[config.mk]
export PLATFORM = sky130hd
export DESIGN_NAME = serial_loaded_bank_mapper
export DESIGN_NICKNAME = d
export VERILOG_FILES = /design/src/sv/smap_pkg.sv /design/src/sv/smap_xlate.sv /design/src/sv/serial_loaded_bank_mapper.sv
export SDC_FILE = /design/constraint.sdc
export NUM_CORES = 1
export LEC_CHECK = 0
export BUFFER_PORTS_ARGS = -buffer_cell sky130_fd_sc_hd__buf_2
export CORE_AREA = 5 5 64 110
export CTS_CLUSTER_DIAMETER = 40
export DETAILED_ROUTE_END_ITERATION = 8
export DIE_AREA = 0 0 69 115
export GPL_TIMING_DRIVEN = 0
export PLACE_DENSITY = 0.94
export SLEW_MARGIN = 20
export SYNTH_ARGS = -nofsm -noshare
export SYNTH_HDL_FRONTEND = slang
export SYNTH_SLANG_ARGS = --single-unit
[constraint.sdc]
create_clock -name clk_i -period 4.4 [get_ports clk_i]
set_input_delay 0.88 -clock clk_i [delete_from_list [all_inputs] [get_ports clk_i]]
set_output_delay 0.88 -clock clk_i [all_outputs]
set_load 0.05 [all_outputs]
[src/sv/smap_pkg.sv]
// Shared types and constants for the serial-loaded bank mapper.
`timescale 1ns / 1ps
package smap_pkg;

  localparam int unsigned AddrW   = 16;
  localparam int unsigned DataW   = 8;
  localparam int unsigned MapW    = 19;
  localparam int unsigned PrgCfgW = 6;
  localparam int unsigned ChrCfgW = 5;
  localparam int unsigned CfgIdxW = 1;
  localparam int unsigned CfgDatW = 6;

  localparam logic [PrgCfgW-1:0] PrgBanksReset = 6'd16;
  localparam logic [ChrCfgW-1:0] ChrBanksReset = 5'd0;

  typedef enum logic [1:0] {
    MODE_CPU_READ  = 2'd0,
    MODE_CPU_WRITE = 2'd1,
    MODE_PATTERN   = 2'd2,
    MODE_NAMETABLE = 2'd3
  } mode_e;

  typedef enum logic [2:0] {
    TGT_NONE    = 3'd0,
    TGT_PRG_ROM = 3'd1,
    TGT_PRG_RAM = 3'd2,
    TGT_CHR_ROM = 3'd3,
    TGT_CHR_RAM = 3'd4,
    TGT_NT      = 3'd5
  } target_e;

  typedef enum logic [1:0] {
    REG_CONTROL = 2'd0,
    REG_CHR0    = 2'd1,
    REG_CHR1    = 2'd2,
    REG_PRG     = 2'd3
  } reg_sel_e;

  typedef enum logic [CfgIdxW-1:0] {
    CFG_PRG_BANKS = 1'd0,
    CFG_CHR_BANKS = 1'd1
  } cfg_idx_e;

  typedef struct packed {
    logic [4:0] shift_value;
    logic [2:0] shift_count;
    logic [1:0] mirroring;
    logic [1:0] prg_mode;
    logic       chr_4k_mode;
    logic [4:0] chr_bank_low;
    logic [4:0] chr_bank_high;
    logic [4:0] prg_bank;
    logic       ram_enabled;
  } map_regs_t;

  typedef struct packed {
    logic [PrgCfgW-1:0] prg_rom_banks;
    logic [ChrCfgW-1:0] chr_rom_banks;
  } map_cfg_t;

  typedef struct packed {
    target_e         target;
    logic [MapW-1:0] mapped_address;
    logic            register_loaded;
  } map_result_t;

  localparam map_regs_t RegsReset = '{
    shift_value:   5'd0,
    shift_count:   3'd0,
    mirroring:     2'd1,
    prg_mode:      2'd3,
    chr_4k_mode:   1'b0,
    chr_bank_low:  5'd0,
    chr_bank_high: 5'd0,
    prg_bank:      5'd0,
    ram_enabled:   1'b1
  };

endpackage

[src/sv/smap_xlate.sv]
// Address translation and serial register update for one access.
`timescale 1ns / 1ps
module smap_xlate (
  input  smap_pkg::map_regs_t               regs_i,
  input  smap_pkg::map_cfg_t                cfg_i,
  input  logic [1:0]                        mode_i,
  input  logic [smap_pkg::AddrW-1:0]        address_i,
  input  logic [smap_pkg::DataW-1:0]        data_i,
  output smap_pkg::map_regs_t               regs_o,
  output smap_pkg::map_result_t             result_o
);
  import smap_pkg::*;

  logic [4:0]  prg_mask;
  logic [3:0]  prg_inner;
  logic [4:0]  prg_outer;
  logic [4:0]  prg_sel;
  logic [4:0]  prg_bank_num;
  logic [4:0]  chr_mask;
  logic [4:0]  chr_bank_num;
  logic [4:0]  shift_next;
  logic [2:0]  count_next;
  logic        page;
  logic        is_high;
  target_e     cpu_tgt;
  logic [MapW-1:0] cpu_off;
  mode_e       mode;

  assign mode    = mode_e'(mode_i);
  assign is_high = address_i[15];

  // PRG bank selection, decoded from the live registers.
  always_comb begin
    prg_mask  = cfg_i.prg_rom_banks[4:0] - 5'd1;
    prg_inner = prg_mask[3:0];
    prg_outer = prg_mask[4] ? {regs_i.chr_bank_low[4], 4'd0} : 5'd0;
    prg_sel   = {1'b0, regs_i.prg_bank[3:0] & prg_inner};
    if (regs_i.prg_mode[1] == 1'b0) begin
      prg_bank_num = prg_outer | {1'b0, prg_sel[3:1], address_i[14]};
    end else if (regs_i.prg_mode == 2'd2) begin
      prg_bank_num = address_i[14] ? (prg_outer | prg_sel) : prg_outer;
    end else begin
      prg_bank_num = address_i[14] ? (prg_outer | {1'b0, prg_inner})
                                   : (prg_outer | prg_sel);
    end
  end

  always_comb begin
    cpu_tgt = TGT_NONE;
    cpu_off = '0;
    if (is_high) begin
      cpu_tgt = TGT_PRG_ROM;
      cpu_off = {prg_bank_num, address_i[13:0]};
    end else if (address_i[14:13] == 2'b11 && regs_i.ram_enabled) begin
      cpu_tgt = TGT_PRG_RAM;
      cpu_off = {6'd0, address_i[12:0]};
    end
  end

  always_comb begin
    chr_mask = {cfg_i.chr_rom_banks[3:0], 1'b0} - 5'd1;
    if (regs_i.chr_4k_mode) begin
      chr_bank_num = address_i[12] ? regs_i.chr_bank_high : regs_i.chr_bank_low;
    end else begin
      chr_bank_num = {regs_i.chr_bank_low[4:1], address_i[12]};
    end
    if (cfg_i.chr_rom_banks != '0) begin
      chr_bank_num = chr_bank_num & chr_mask;
    end else begin
      chr_bank_num = {4'd0, chr_bank_num[0]};
    end
  end

  always_comb begin
    unique case (regs_i.mirroring)
      2'd0:    page = 1'b0;
      2'd1:    page = 1'b1;
      2'd2:    page = address_i[10];
      default: page = address_i[11];
    endcase
  end

  assign shift_next = {data_i[0], regs_i.shift_value[4:1]};
  assign count_next = regs_i.shift_count + 3'd1;

  always_comb begin
    regs_o   = regs_i;
    result_o = '{target: TGT_NONE, mapped_address: '0, register_loaded: 1'b0};
    unique case (mode)
      MODE_CPU_READ: begin
        result_o.target         = cpu_tgt;
        result_o.mapped_address = cpu_off;
      end
      MODE_CPU_WRITE: begin
        if (!is_high) begin
          result_o.target         = cpu_tgt;
          result_o.mapped_address = cpu_off;
        end else if (data_i[7]) begin
          regs_o.shift_value = '0;
          regs_o.shift_count = '0;
          regs_o.prg_mode    = 2'd3;
        end else begin
          regs_o.shift_value = shift_next;
          regs_o.shift_count = count_next;
          if (count_next >= 3'd5) begin
            regs_o.shift_value       = '0;
            regs_o.shift_count       = '0;
            result_o.register_loaded = 1'b1;
            unique case (reg_sel_e'(address_i[14:13]))
              REG_CONTROL: begin
                regs_o.mirroring   = shift_next[1:0];
                regs_o.prg_mode    = shift_next[3:2];
                regs_o.chr_4k_mode = shift_next[4];
              end
              REG_CHR0: regs_o.chr_bank_low  = shift_next;
              REG_CHR1: regs_o.chr_bank_high = shift_next;
              default: begin
                regs_o.prg_bank    = shift_next;
                regs_o.ram_enabled = ~shift_next[4];
              end
            endcase
          end
        end
      end
      MODE_PATTERN: begin
        result_o.target         = (cfg_i.chr_rom_banks != '0) ? TGT_CHR_ROM : TGT_CHR_RAM;
        result_o.mapped_address = {2'd0, chr_bank_num, address_i[11:0]};
      end
      default: begin
        result_o.target         = TGT_NT;
        result_o.mapped_address = {8'd0, page, address_i[9:0]};
      end
    endcase
  end

endmodule

[src/sv/serial_loaded_bank_mapper.sv]
// Top level of the serial-loaded bank mapper: item pipeline and state registers.
// Each accepted item is held in the input register, and its result is registered in the output register.
// Throughput: one item per cycle; the input stalls only while both registers are full.
// Each item sees the mapper state left by all earlier items.
// Reset sets the mapper registers and sizes to their power-on values at once.
`timescale 1ns / 1ps
module serial_loaded_bank_mapper (
  input  logic                          clk_i,
  input  logic                          rst_ni,
  input  logic                          in_valid_i,
  output logic                          in_stall_o,
  input  logic [1:0]                    mode_i,
  input  logic [smap_pkg::AddrW-1:0]    address_i,
  input  logic [smap_pkg::DataW-1:0]    data_i,
  output logic                          out_valid_o,
  input  logic                          out_stall_i,
  output logic [2:0]                    target_o,
  output logic [smap_pkg::MapW-1:0]     mapped_address_o,
  output logic                          register_loaded_o,
  input  logic                          cfg_we_i,
  input  logic [smap_pkg::CfgIdxW-1:0]  cfg_index_i,
  input  logic [smap_pkg::CfgDatW-1:0]  cfg_data_i
);
  import smap_pkg::*;

  logic            s1_valid_q;
  logic [1:0]      mode_q;
  logic [AddrW-1:0] address_q;
  logic [DataW-1:0] data_q;
  logic            out_valid_q;
  map_result_t     result_q, result_d;
  map_regs_t       regs_q, regs_d;
  map_cfg_t        cfg_q;
  logic            out_ready;
  logic            s1_fire;
  logic            in_fire;

  assign out_ready  = !out_valid_q || !out_stall_i;
  assign s1_fire    = s1_valid_q && out_ready;
  assign in_stall_o = s1_valid_q && !out_ready;
  assign in_fire    = in_valid_i && !in_stall_o;

  always_ff @(posedge clk_i or negedge rst_ni) begin
    if (!rst_ni) begin
      s1_valid_q  <= 1'b0;
      out_valid_q <= 1'b0;
    end else begin
      if (!s1_valid_q || out_ready) begin
        s1_valid_q <= in_valid_i;
      end
      if (out_ready) begin
        out_valid_q <= s1_valid_q;
      end
    end
  end

  always_ff @(posedge clk_i) begin
    if (in_fire) begin
      mode_q    <= mode_i;
      address_q <= address_i;
      data_q    <= data_i;
    end
    if (s1_fire) begin
      result_q <= result_d;
    end
  end

  always_ff @(posedge clk_i or negedge rst_ni) begin
    if (!rst_ni) begin
      regs_q <= RegsReset;
      cfg_q  <= '{prg_rom_banks: PrgBanksReset, chr_rom_banks: ChrBanksReset};
    end else begin
      if (s1_fire) begin
        regs_q <= regs_d;
      end
      if (cfg_we_i) begin
        unique case (cfg_idx_e'(cfg_index_i))
          CFG_PRG_BANKS: cfg_q.prg_rom_banks <= cfg_data_i[PrgCfgW-1:0];
          default:       cfg_q.chr_rom_banks <= cfg_data_i[ChrCfgW-1:0];
        endcase
      end
    end
  end

  smap_xlate u_xlate (
    .regs_i    (regs_q),
    .cfg_i     (cfg_q),
    .mode_i    (mode_q),
    .address_i (address_q),
    .data_i    (data_q),
    .regs_o    (regs_d),
    .result_o  (result_d)
  );

  assign out_valid_o       = out_valid_q;
  assign target_o          = result_q.target;
  assign mapped_address_o  = result_q.mapped_address;
  assign register_loaded_o = result_q.register_loaded;

  // The shift counter wraps to zero on the fifth bit, so it never rests above four.
  a_count_range: assert property (@(posedge clk_i) disable iff (!rst_ni)
    regs_q.shift_count <= 3'd4)
    else $error("shift count out of range");

  // Mapper state moves only when an item leaves the input register.
  a_state_hold: assert property (@(posedge clk_i) disable iff (!rst_ni)
    !s1_fire |=> $stable(regs_q))
    else $error("mapper state changed without an item");

  // A completed register load is a register write and addresses no memory.
  a_load_none: assert property (@(posedge clk_i) disable iff (!rst_ni)
    out_valid_o && register_loaded_o |-> target_o == TGT_NONE)
    else $error("register load with a target");

  a_none_zero: assert property (@(posedge clk_i) disable iff (!rst_ni)
    out_valid_o && target_o == TGT_NONE |-> mapped_address_o == '0)
    else $error("nonzero address without a target");

  // The input side stalls only while an item waits in the input register.
  a_stall_src: assert property (@(posedge clk_i) disable iff (!rst_ni)
    in_stall_o |-> s1_valid_q && out_valid_o && out_stall_i)
    else $error("input stalled without a backlog");

endmodule

# [Word level (Yosys, flattened, before mapping)]
# Cells that the tools add are included.
[totals] ff_bits=90 out_inout_bits=25 elab_cells=93
[classes] addsub=3 order_cmp=1 n_eq_ne=8 mux=24 bitwise_logic=11 reduce_logical=27
[ops] op="one-hot mux 22 bit (3 select lines)" n=1
[ops] op="2-to-1 mux 5 bit" n=11
[ops] op="2-to-1 mux 29 bit" n=1
[ops] op="AND reduction 6 bit" n=4
[ops] op="2-to-1 mux 22 bit" n=1
[ops] op="2-to-1 mux 19 bit" n=1
[ops] op="bitwise OR 5 x 4 -> 5 bit" n=3
[ops] op="2-to-1 mux 13 bit" n=1
[ops] op="== test 2 bit (second input constant)" n=5
[ops] op="subtractor 5 x 1 -> 5 bit (second input constant)" n=2
[ops] op="2-to-1 mux 8 bit" n=1
[ops] op="== test 2 x 1 -> 1 bit (second input constant)" n=3
[ops] op="logical NOT 2 bit" n=3
[ops] op="2-to-1 mux 3 bit" n=2
[ops] op="2-to-1 mux 6 bit" n=1
[ops] op="inverter 1 bit" n=6
[ops] op="OR reduction 3 bit" n=2
[ops] op="AND 5 bit" n=1
[ops] op="logical NOT 1 bit" n=5
[ops] op="AND reduction 5 bit" n=1
[ops] op="nonzero test 5 bit" n=1
[ops] op="AND 4 bit" n=1
[ops] op="logical AND 1 bit" n=4
[ops] op="2-to-1 mux 2 bit" n=2
[ops] op="8 further kinds" n=11

# [Logic depth before layout (Yosys ltp)]
[logic_depth] depth_word=9 ltp_mapped=8

# [Hierarchy]
# Synthesis repeated with hierarchy kept, for this count alone.
[hier_totals] cells_unflattened=297 area_unflattened_um2=4230.3
[modules_own_cells] mod="serial_loaded_bank_mapper" n_inst=1 cells_each=143 area_per_inst_um2=3084.2 seq_area_each_um2=2528.7
[modules_own_cells] mod="smap_xlate" n_inst=1 cells_each=154 area_per_inst_um2=1146.1 seq_area_each_um2=0.0

# [Worst setup path after synthesis]
# No wires, ideal clock.
[synth_path] kind="input -> register" start="in out_stall_i" end="reg regs_q[16] in the netlist's numbering" setup_ns=0.125 t_arrival_ns=2.810 path_slack_ns=1.465 cell_stages=5 path_cell_list="a21boi_2 nand2_4 or4_4 buf_6 mux2_4"
[synth_via] elab_chain_len=4
[synth_rtl] item="start, declared" line_no="serial_loaded_bank_mapper.sv:16" rtl="input logic out_stall_i,"
[synth_rtl] item="logical NOT 1 bit" line_no="serial_loaded_bank_mapper.sv:38" rtl="assign out_ready = !out_valid_q || !out_stall_i;"
[synth_rtl] item="logical OR 1 bit" line_no="serial_loaded_bank_mapper.sv:38"
[synth_rtl] item="logical AND 1 bit" line_no="serial_loaded_bank_mapper.sv:39" rtl="assign s1_fire = s1_valid_q && out_ready;"
[synth_rtl] item="AND reduction 6 bit (no line)"
[synth_rtl] item="end signal, assigned" line_no="serial_loaded_bank_mapper.sv:70" rtl="regs_q <= RegsReset;"
[synth_rtl] item="end signal, assigned" line_no="serial_loaded_bank_mapper.sv:74" rtl="regs_q <= regs_d;"
[synth_rtl] item="end, declared" line_no="serial_loaded_bank_mapper.sv:32" rtl="map_regs_t regs_q, regs_d;"
# No other way between the ends.
# A chain may end at the register's enable or synchronous reset.

# [Final worst setup path]
[layout_path] start="in out_stall_i" end="reg regs_q[20] in the netlist's numbering"
[layout_via] elab_chain_len=4
[layout_rtl] item="logical NOT 1 bit" line_no="serial_loaded_bank_mapper.sv:38"
[layout_rtl] item="logical OR 1 bit" line_no="serial_loaded_bank_mapper.sv:38"
[layout_rtl] item="logical AND 1 bit" line_no="serial_loaded_bank_mapper.sv:39"
[layout_rtl] item="net s1_fire" line_no="serial_loaded_bank_mapper.sv:35" rtl="logic s1_fire;"
[layout_rtl] item="AND reduction 6 bit (no line)"
# The timed path passes the listed nets, and every way through them passes these cells.

==> flow_results.org <==
** Run status
- The flow ran to the end, and the final reports show no timing, DRC or antenna violations.

** Worst setup path
- The critical path contains buffers and inverters numbering 2 combined.
- Cell Chain, Critical Path :: buf_2 -> a21boi_4 -> nand2_4 -> or4_4 -> buf_6 -> mux2_4
- Worst r2r dst :: regs_q[20]$_DFFE_PN0P_
- For this design, the slowest cell found on the critical path is a21boi_4.
- The worst register-to-register path begins at out_valid_o$_DFFE_PN0P_.
- Critical path endpoint category :: register
- Worst Path Class, Setup :: input pin to register
- Kind of cell with the highest combined delay on the critical path :: simple AND/OR/NAND/NOR gates
- STA puts the critical path data required time at ~4600 ps.
- The worst setup path is launched from an input pin.
- Reg2Reg Setup Slack :: around 2000 ps
- In this run the worst path has a maximum fanout of 25.
- Data arrival at the endpoint of the critical path :: between 2000 and 3000 ps
- The worst register-to-register path has a depth of 5.
- In this design, the stage delay of the slowest critical-path cell is 690 ps.

** Clock network
- Counting every sink on the clock net gives between 80 and 90.
- Hold_buf cts :: 0
- Clock latency on the worst-skew pair :: about 350 ps
- Clock tree synthesis selected as its root buffer the cell clkbuf_8.
- In this run, post-CTS repair resized a total of 0 instances.
- Clock buffer count from CTS :: 9
- In this run the deepest clock path goes through 2 buffers.
- Number of buffers inserted by post-CTS setup repair :: 0
- Register clock-pin slew on the reported worst setup and hold paths :: ~70 ps
- Number of levels the H-tree was split into :: 3
- TritonCTS built the clock tree.

** Global routing
- The initial antenna violation count was 0.
- Entering global routing, the biggest net connects 40 pins.
- In the global route stage, overall resource usage came out at ~17%.
- Via count of the first global-routing pass :: 2195
- Summed over all layers, the global routing overflow is 0.
- Wire length of the first global-routing pass :: approximately 11000 um

** Power
- Gate power share :: 14.6%
- Net switching share of the total power :: a little over a quarter
- Reg power frac :: a little under three fifths
- Maximum ir drop on the vdd rail :: roughly 0.00025 V
- In this run the power density over the cells is about 420 nW/um2.
- Internal power comes to about 1.2 mW.
- The share of total power dissipated in the clock network is roughly 30%.
- Switching power :: around 0.45 mW
- Static Leak :: 1.750 nW

** Synthesis
- The number of different library cells used by synthesis comes to between 40 and 50.
- A synthesized cell averages roughly 15 um2.
- Top cells by area in the synthesized netlist :: edfxtp_1 37%, dfrtp_1 25%, mux2_2 7.2%
- Largest family of logic cells by synthesized area :: simple AND/OR/NAND/NOR gates
- Summing the areas of all and, or, nand and nor instances in the mapped netlist gives between 10% and 20% of the synthesized area.
- Summing the areas of all xor and xnor instances in the mapped netlist gives ~1.5% of the synthesized area.
- Summing the areas of all fa, ha and maj instances in the mapped netlist gives ~1.8% of the synthesized area.
- The biggest area contributor in the post-synthesis netlist is edfxtp_1.
- Multiplexer fraction of the synthesized cell area :: approximately 10%
- The Yosys step of the flow raised 0 warnings.
- Of the synthesized area, sequential elements account for 65.93%.
- Synth Area in Compound Gates :: 6.749%
- Counting every net in the synthesized netlist gives 279.
- The mapped netlist covers 3448 um2.
- Yosys top cell area share :: 37.45%
- Number of cells produced by synthesis :: 236
- Counting flops and latches in the post-synthesis netlist gives 82.

** Drt
- Number of antenna-violating nets in the routed design :: 0
- The first routing iteration left between 100 and 150 violations.
- For this run, design rule violations remaining after detail routing come to 0.
- Routed length per placed instance :: between 15 and 20 um
- Via-per-instance ratio :: roughly 5.5
- Across all layers, the routed design uses about 2.1k vias.
- DRT Wirelength :: about 6400 um
- The first detailed-routing pass took 4 iterations.

** Floorplan
- Core Area :: ~6100 um2
- The die covers roughly 8000 um2.
- Starting utilization of the core area :: between 50% and 60%
- Number of ports placed on the die boundary :: 63
- In this run the horizontal extent of the chip is a little under 70 um.
- Num rows :: 38
- Y dimension of the die :: between 100 and 150 um

** STA
- Worst Max-Slew Pin Slew :: roughly 900 ps
- Final worst clock skew :: between 9 and 10 ps
- Minimum period implied by the final worst setup slack :: approximately 2700 ps
- Setup violations remaining at the end of the flow were counted as 0.
- The final count of pins violating max slew is 0.
- Static timing analysis puts the maximum clock frequency at around 0.38 GHz.
- Slew Limit Headroom :: around 42%
- Unrepaired setup endpoints after global routing :: no
- Worst-case hold slack :: 484.1 ps
- Of the available clock period, the critical path in the final layout requires about 60%.
- Setup total negative slack on the finished layout was measured at 0 ps.
- Final-report hold violation count :: 0

** Cells and area
- Number of antenna cells inserted :: 0
- Across the whole layout, storage elements account for between 2000 and 2500 um2.
- Top library cells by usage in the layout, fill and taps aside :: 55 x buf_2, 43 x edfxtp_1, 34 x dfrtp_1, 22 x mux2_2, 13 x nor2b_1
- Total area of multi-input combinational cells :: roughly 1100 um2
- Fill cells :: around 470
- Layout cell share with drive strength beyond 1 :: between 30% and 40%
- Compared with the post-synthesis result, the final layout area differs by 16.26%.
- Most common cell after layout, fill and taps aside :: buf_2
- For this run, the post-layout net count is about 350.

** Worst hold path
- Along the worst hold path, the cell count comes to 1.
- Hold WC Path Type :: register to register
- In this run the most critical hold path is launched from s1_valid_q$_DFFE_PN0N_.
- End point of the most critical hold path :: out_valid_o$_DFFE_PN0P_

** Placed design
- The wire-length estimate of the detail-placed layout is 4567 um.
- Port Buf Inserts :: 55
- The congestion estimate from routability-driven global placement came to between 0.7 and 0.8.

** Flow run
- Number of max-capacitance violations reported :: 0
Yosys cell counts:
library cell  number
edfxtp_1          43
dfrtp_1           34
mux2_2            22
nor2b_1           13
a21oi_1           11
inv_1             11
nand2_1           11
nor2_1             7
a22o_1             6
mux2i_1            6
clkbuf_1           5
dfstp_2            5
ha_1               5
xnor2_1            5
nand3_1            4
nor3_1             4
o21ai_0            4
o31ai_1            4
mux2_4             3
nand2b_1           3
buf_6              2
nor3b_1            2
o22a_1             2
o32ai_1            2
or4_1              2
a21boi_2           1
a21o_1             1
a31oi_1            1
and2_1             1
and3_1             1
and4bb_4           1
nand2_2            1
nand2_4            1
nand4b_1           1
nor3_2             1
nor4_1             1
nor4_4             1
nor4b_1            1
nor4b_4            1
o22ai_1            1
o41ai_1            1
or3b_1             1
or3b_2             1
or4_4              1
xor2_1             1
area by class of cell:
| cell class | instances | share of cell area [%] |
|---|---|---|
| Clock inverter | 4 | 1.061 |
| Multi-Input combinational cell | 136 | 27.43 |
| Clock buffer | 12 | 3.371 |
| Tap cell | 80 | 2.497 |
| Buffer | 7 | 1.030 |
| Timing Repair Buffer | 55 | 6.866 |
| Sequential cell | 82 | 56.71 |
| Inverter | 11 | 1.030 |
metrics by stage:
| step | util [%] | setup WS, ps | std cells | total power, mW | area, um2 |
|---|---|---|---|---|---|
| finish | 65.87 | 1743 | 387 | 1.677 | 4009 |
| global placement | 62.83 | 993.3 | 371 | 1.175 | 3824 |
| floorplan | - | 1465 | 236 | 1.113 | 3448 |
| global route | 65.87 | 1678 | 387 | 1.750 | 4009 |
| detailed placement | 62.95 | 1355 | 371 | 1.189 | 3831 |
| CTS | 65.87 | 1747 | 387 | 1.683 | 4009 |
kinds of logic after synthesis:
kind of cell,Yosys count
DFF,82
and+or+nand+nor,60
AOI/OAI and AO/OA,34
muxes,31
buffers and inverters,18
xor gates and xnor gates,6
adders and majority gates,5
per-layer routing:
| layer | wire length (um) | global-route usage [%] | part of all wire (%) | vias to the layer above |
|---|---|---|---|---|
| met5 | 0 | 0 | 0 | - |
| met4 | 165 | 8.996 | 2.6 | 0 |
| met3 | 364 | 5.249 | 5.7 | 14 |
| met2 | 3548 | 31.63 | 56 | 64 |
| met1 | 2273 | 17.90 | 36 | 1039 |
| li1 | - | - | - | 1001 |
power by group through the flow:
stage / Combinational (mW) / Sequential [mW] / Clock, mW
after floorplan: 0.117 / 0.996 / 0
after global placement: 0.235 / 0.940 / 0
after detailed placement: 0.245 / 0.944 / 0
after CTS: 0.247 / 0.930 / 0.506
after global routing: 0.268 / 0.937 / 0.546
final: 0.245 / 0.930 / 0.502
sequential cells by signal (all words and copies together) (netlist names):
name               cells
address_q             16
cfg_q                 10
data_q                 2
mapped_address_o      19
mode_q                 2
out_valid_o            1
register_loaded_o      1
regs_q                27
s1_valid_q             1
target_o               3
how the worst max path moves through the flow:
| stage | start | to | slack (ps) | cells past startpoint |
|---|---|---|---|---|
| 3_3_place_gp | out_stall_i | regs_q[20]$_DFFE_PN0P_ | 990 | 6 |
| 6_report | out_stall_i | regs_q[20]$_DFFE_PN0P_ | 1740 | 6 |
| 5_1_grt | out_stall_i | regs_q[16]$_DFFE_PN0P_ | 1680 | 6 |
| 2_1_floorplan | out_stall_i | regs_q[16]$_DFFE_PN0P_ | 1460 | 5 |
| 4_1_cts | out_stall_i | regs_q[16]$_DFFE_PN0P_ | 1750 | 6 |
| 3_5_place_dp | out_stall_i | regs_q[16]$_DFFE_PN0P_ | 1350 | 6 |
(Power assumes the default switching activity.)
